<file path="config.mk">
export PLATFORM = sky130hd
export DESIGN_NAME = skrs_bisect
export DESIGN_NICKNAME = d
export VERILOG_FILES = /design/src/design/skrs_pkg.sv /design/src/design/skrs_bisect.sv
export SDC_FILE = /design/constraint.sdc
export NUM_CORES = 1
export LEC_CHECK = 0
export BUFFER_PORTS_ARGS = -buffer_cell sky130_fd_sc_hd__buf_2
export CELL_PAD_IN_SITES_DETAIL_PLACEMENT = 0
export CELL_PAD_IN_SITES_GLOBAL_PLACEMENT = 2
export CORE_MARGIN = 1
export CORE_UTILIZATION = 28
export CTS_BUF_LIST = sky130_fd_sc_hd__clkbuf_8 sky130_fd_sc_hd__clkbuf_16
export DETAILED_ROUTE_END_ITERATION = 7
export PLACE_DENSITY_LB_ADDON = 0.12
export REMOVE_ABC_BUFFERS = 1
export SETUP_SLACK_MARGIN = 0.02
export SYNTH_ARGS = -nofsm -noshare
export SYNTH_HDL_FRONTEND = slang
export SYNTH_SLANG_ARGS = --single-unit
</file>
<file path="constraint.sdc">
create_clock -name aclk -period 4 [get_ports aclk]
set_clock_uncertainty 0.2 [all_clocks]
set_input_delay 0.2 -clock aclk [delete_from_list [all_inputs] [get_ports aclk]]
set_output_delay 0.2 -clock aclk [all_outputs]
set_load 0.05 [all_outputs]
</file>
<file path="src/design/skrs_pkg.sv">
// Shared definitions for the sorted key range search block.
// Field widths, word layout, register indexes, opcodes and controller states.
// No dependencies.
package skrs_pkg;

    // Default sizing of the key table
    localparam int TABLE_DEPTH_DEF = 1024;
    localparam int KEY_WIDTH_DEF   = 32;

    // Fixed field widths
    localparam int OP_W     = 1;
    localparam int IDX_W    = 10;
    localparam int FKEY_W   = 32;
    localparam int RES_W    = 11;
    localparam int CNT_W    = 11;

    // Input word layout, lowest bit first
    localparam int IDX_LSB   = 0;
    localparam int EKEY_LSB  = IDX_LSB + IDX_W;
    localparam int RSTA_LSB  = EKEY_LSB + FKEY_W;
    localparam int REND_LSB  = RSTA_LSB + FKEY_W;
    localparam int S_TDATA_W = ((REND_LSB + FKEY_W + 7) / 8) * 8;

    // Result word layout
    localparam int FIRST_LSB = 0;
    localparam int LAST_LSB  = FIRST_LSB + RES_W;
    localparam int M_TDATA_W = ((LAST_LSB + RES_W + 7) / 8) * 8;

    // Configuration port
    localparam int CFG_IDX_W  = 1;
    localparam int CFG_DATA_W = 11;

    typedef enum logic [CFG_IDX_W-1:0] {
        CFG_RECORD_COUNT = 1'b0,
        CFG_KEY_SIGNED   = 1'b1
    } cfg_reg_t;

    typedef enum logic [OP_W-1:0] {
        OP_LOAD  = 1'b0,
        OP_QUERY = 1'b1
    } op_t;

    typedef enum logic [2:0] {
        ST_IDLE,
        ST_EDGE0,
        ST_EDGE1,
        ST_EDGE2,
        ST_SEARCH,
        ST_DONE
    } state_t;

    // Controls from the sequencer to one bisection unit
    typedef struct packed {
        logic init;        // load bounds for a new query
        logic upd;         // read data for this unit is on the RAM output
        logic strict;      // 1: predicate key > k, 0: key >= k
        logic key_signed;  // two's complement ordering
    } bctl_t;

endpackage

</file>
<file path="src/design/skrs_bisect.sv">
// One bisection unit: holds the search window and steps it on each key read.
// Depends on skrs_pkg.
module skrs_bisect #(
    parameter int TABLE_DEPTH = skrs_pkg::TABLE_DEPTH_DEF,
    parameter int KEY_WIDTH   = skrs_pkg::KEY_WIDTH_DEF
) (
    input  logic                               aclk,
    input  logic                               aresetn,
    input  skrs_pkg::bctl_t                    ctl,
    input  logic [$clog2(TABLE_DEPTH+1)-1:0]   n,
    input  logic [KEY_WIDTH-1:0]               key,
    input  logic [KEY_WIDTH-1:0]               rd_key,
    output logic                               active,
    output logic [$clog2(TABLE_DEPTH)-1:0]     mid_addr,
    output logic [$clog2(TABLE_DEPTH+1)-1:0]   result
);
    import skrs_pkg::*;

    localparam int AW = $clog2(TABLE_DEPTH);
    localparam int NW = $clog2(TABLE_DEPTH + 1);
    localparam logic [KEY_WIDTH-1:0] KEY_TOP = {1'b1, {(KEY_WIDTH-1){1'b0}}};

    // lo_reg is the bisection low bound plus one, so it never goes negative
    logic [NW-1:0]        lo_reg, hi_reg;
    logic [NW:0]          mid_sum;
    logic [NW-1:0]        mid;
    logic [KEY_WIDTH-1:0] flip, key_x, rd_x;
    logic                 go_left;

    assign active  = hi_reg > lo_reg;
    assign mid_sum = {1'b0, hi_reg} + {1'b0, lo_reg} - {{NW{1'b0}}, 1'b1};
    assign mid     = mid_sum[NW:1];
    assign mid_addr = mid[AW-1:0];
    assign result  = hi_reg;

    // Ordered compare: flipping the sign bit maps signed order onto unsigned
    assign flip    = ctl.key_signed ? KEY_TOP : '0;
    assign key_x   = key ^ flip;
    assign rd_x    = rd_key ^ flip;
    assign go_left = ctl.strict ? (key_x < rd_x) : !(rd_x < key_x);

    always_ff @(posedge aclk) begin
        if (!aresetn) begin
            lo_reg <= '0;
            hi_reg <= '0;
        end else if (ctl.init) begin
            lo_reg <= '0;
            hi_reg <= n;
        end else if (ctl.upd) begin
            if (go_left) begin
                hi_reg <= mid;
            end else begin
                lo_reg <= mid + {{(NW-1){1'b0}}, 1'b1};
            end
        end
    end

    a_window_order: assert property (@(posedge aclk) disable iff (!aresetn)
        hi_reg >= lo_reg)
        else $error("bisection window inverted");

    a_upd_active: assert property (@(posedge aclk) disable iff (!aresetn)
        ctl.upd |-> active)
        else $error("key read returned to a finished search");

    a_mid_in_window: assert property (@(posedge aclk) disable iff (!aresetn)
        active |-> (mid < hi_reg))
        else $error("probe index outside search window");

endmodule

</file>
==> results.md <==
* Sink Count at 22
* Critical path arrival at about 3.1 ns
* Gr usage total at around 15%
* RSZ-0062 raised after global routing: no
* Flop pwr share at between 10% and 20%
* Commonest non-fill, non-tap cell in the layout: buf_2
* CTS tree: built
* Sw frac at between 50% and 60%
* Gr ovfl total at 0
* Clk slew on worst S/H paths at ~0.10 ns
* Setup crit start kind: flop
* Final hold vios at 0
* Setup Fix Bufs, Post-CTS at 0
* R2R Path Start: result[1]
* Pins Over Slew Limit at 0
* Vias per cell at approximately 4.4
* I/O Buffers at between 100 and 150
* HPWL Detailed at 6.81 mm
* Post-route DRC violation count at 0
* Layout cells sized above 1 at between 20% and 30%
* Tightest Pin Transition at 0.622 ns
* Top cells by area, synth: ha_1 27%, dfxtp_1 15%, inv_1 10%
* Top FF cell, synth: dfxtp_1
* Pwr Density at between 500 and 600 nW/um^2
* Top cell type's share of synthesized area at roughly a quarter
* Worst path cell trace: inv_1, ha_1, inv_1, ha_1, fa_1, a21oi_2, a21oi_1, a311oi_1, nor2_1, xnor2_4, buf_2
* Syn Area/Cell at 7.90 um^2
* MaxCap Viol Count at 0
* Post-route minimum period at about 3.5 ns
* Sequential share of the synthesized area at roughly 15%
* Total CTS buffers at 3
* Initial DRC count at 69
* Largest net degree at the start of global routing at 21
* Global-route wire length before repair at around 13 mm
* Routability cong. at roughly 0.80
* Final Cycle Share at approximately nine tenths
* Outcome: finished clean
* Yosys reg bits at 22
* Ys async rst share at 0%
* Psw at between 1 and 1.5 mW
* Final #Nets at around 630
* Number of synthesized flops with an enable pin at 0
* Area growth, synth to finish at 23.4%
* H-tree Lvls at 1
* Die span in y at 106 um
* Comb pwr share at approximately three quarters
* Commonest non-fill, non-tap cells in the layout: 102 x buf_2, 80 x inv_1, 64 x ha_1
* Footprint of the multi-input gates at 2190 um^2
* WS Path Type: reg -> out
* Critical path's top delay family: adder cells
* FF/Latch Area at 440 um^2
* Core area at between 10000 and 15000 um^2
* Vias in the first global route at roughly 2600
* Crit path from: result[1]
* Relative slew slack at between 50% and 60%
* Placed Cells at just over 600
* Wire length per cell at roughly 13 um
* Worst Hold Launch: n[9]
* Worst setup EP type: primary output
* Internal power at approximately 910 uW
* Synth area leader: ha_1
* Clock share of power at 10.5%
* Initial Util at between 20 and 30%
* Mapped Cells at 380
* # diodes at 0
* Clock root buffer: clkbuf_8
* Max incr delay on CP at 0.42 ns
* Synth Cell Area at roughly 3000 um^2
* Final core utilization at a little over a third
* Die Area at ~11000 um^2
* Fill count at between 1000 and 1500
* Row count at 37
* Worst-skew pair later-pin latency at ~0.28 ns
* Max Clock Freq at 284 MHz
* Buffers plus inverters on the worst setup path at 3
* Layout Cells excl Fill at 616
* First-pass iteration count of the detailed router at 4
* Max clock buf depth at 2
* Final ANT Viol Nets at 0
* Vias post-DR at about 2700
* Setup slack at placement at between 0.6 and 0.7 ns
* Yosys cell types at between 50 and 60
* Post-Route WL at about 8.0 mm
* Setup Viol. Count Final at 0
* Worst vdd ir at roughly 0.27 mV
* Synth warnings at 0
* Crit path required time at 3.60 ns
* Slowest-stage cell, CP: fa_1
* Class of the worst hold path: in -> reg
* Worst-path maximum fanout at 5
* Final worst slack at 0.477 ns
* Overall Power at about 2.1 mW
* Pleak at 1.94 nW
* Initial antenna violation count at 0
* Number of top-level pins at 103
* Die Width at approximately 110 um
[cell type report]
| type | count | area share, % |
|---|---|---|
| clock buffer | 3 | 1.11 |
| sequential | 22 | 11.9 |
| clock inverter | 1 | 0.811 |
| inverter | 81 | 8.27 |
| timing repair buffer | 104 | 14.3 |
| multi-input combinational | 269 | 59.1 |
| tap | 136 | 4.59 |
[synthesized netlist by cell type (all sizes together), types with 4 or more instances]
cell / n
xor2: 5
ha: 64
o21ai: 19
mux2i: 11
nor2: 19
nor3: 4
and2: 11
buf: 5
a21oi: 33
nand4: 7
nor4: 6
or3: 7
inv: 81
nand3: 9
o21bai: 4
nand2: 21
xnor2: 14
dfxtp: 22
a211oi: 6
[power by group through the flow]
stage                     registers, mW  clock network [mW]  logic [mW]
after floorplan                   0.307                   0        1.21
after global placement            0.268                   0        1.62
after global routing              0.267               0.236        1.74
final                             0.263               0.220        1.60
after detailed placement          0.269                   0        1.61
after CTS                         0.264               0.231        1.62
[what timing repair did]
action | CTS | global route
resized for setup | 0 | 0
hold buffers | 1 | 0
hold endpoints to repair | 1 | 0
[final timing paths]
path	to	slack (ns)	depth (start not counted)
setup / recovery	mid_addr[8]	0.48	11
hold / removal	result[9]	0.01	3
setup reg to reg	lo_reg[9]	0.62	12
hold reg to reg	lo_reg[4]	0.31	2
[worst min-delay path, stage by stage]
cell      delay (ns)
buf_2           0.10
nor2_1          0.09
a211oi_1        0.05
[cells by family (layout without fill, tap and decap cells)]
group	count (synthesis)	count (layout)	synth area share [%]
AO/OA/AOI/OAI	80	80	17.5
buffers and inverters	89	189	12.5
XOR/XNOR	19	19	7.54
AND/OR/NAND/NOR	93	93	16.5
multiplexers	11	11	3.67
adder cells (fa/ha/maj)	66	66	27.7
flip-flops	22	22	14.7
[through the flow]
stage / setup TNS (ns) / area, um^2 / hold WS [ns]
2_1_floorplan: -0.0819 / 2940 / 0.122
3_3_place_gp: 0 / 3620 / 0.271
3_5_place_dp: 0 / 3620 / 0.279
4_1_cts: 0 / 3700 / 0.00646
5_1_grt: 0 / 3700 / 0.0306
6_report: 0 / 3700 / 0.0136
[metal layers]
layer | track usage [%] | up-vias | wire length (um)
li1 | - | 1497 | -
met1 | 20.4 | 1167 | 4030
met2 | 25.5 | 57 | 3670
met4 | 0.595 | 0 | 7
met3 | 2.04 | 2 | 252
met5 | 0 | - | 0
Power figures use the tool's default switching activity.
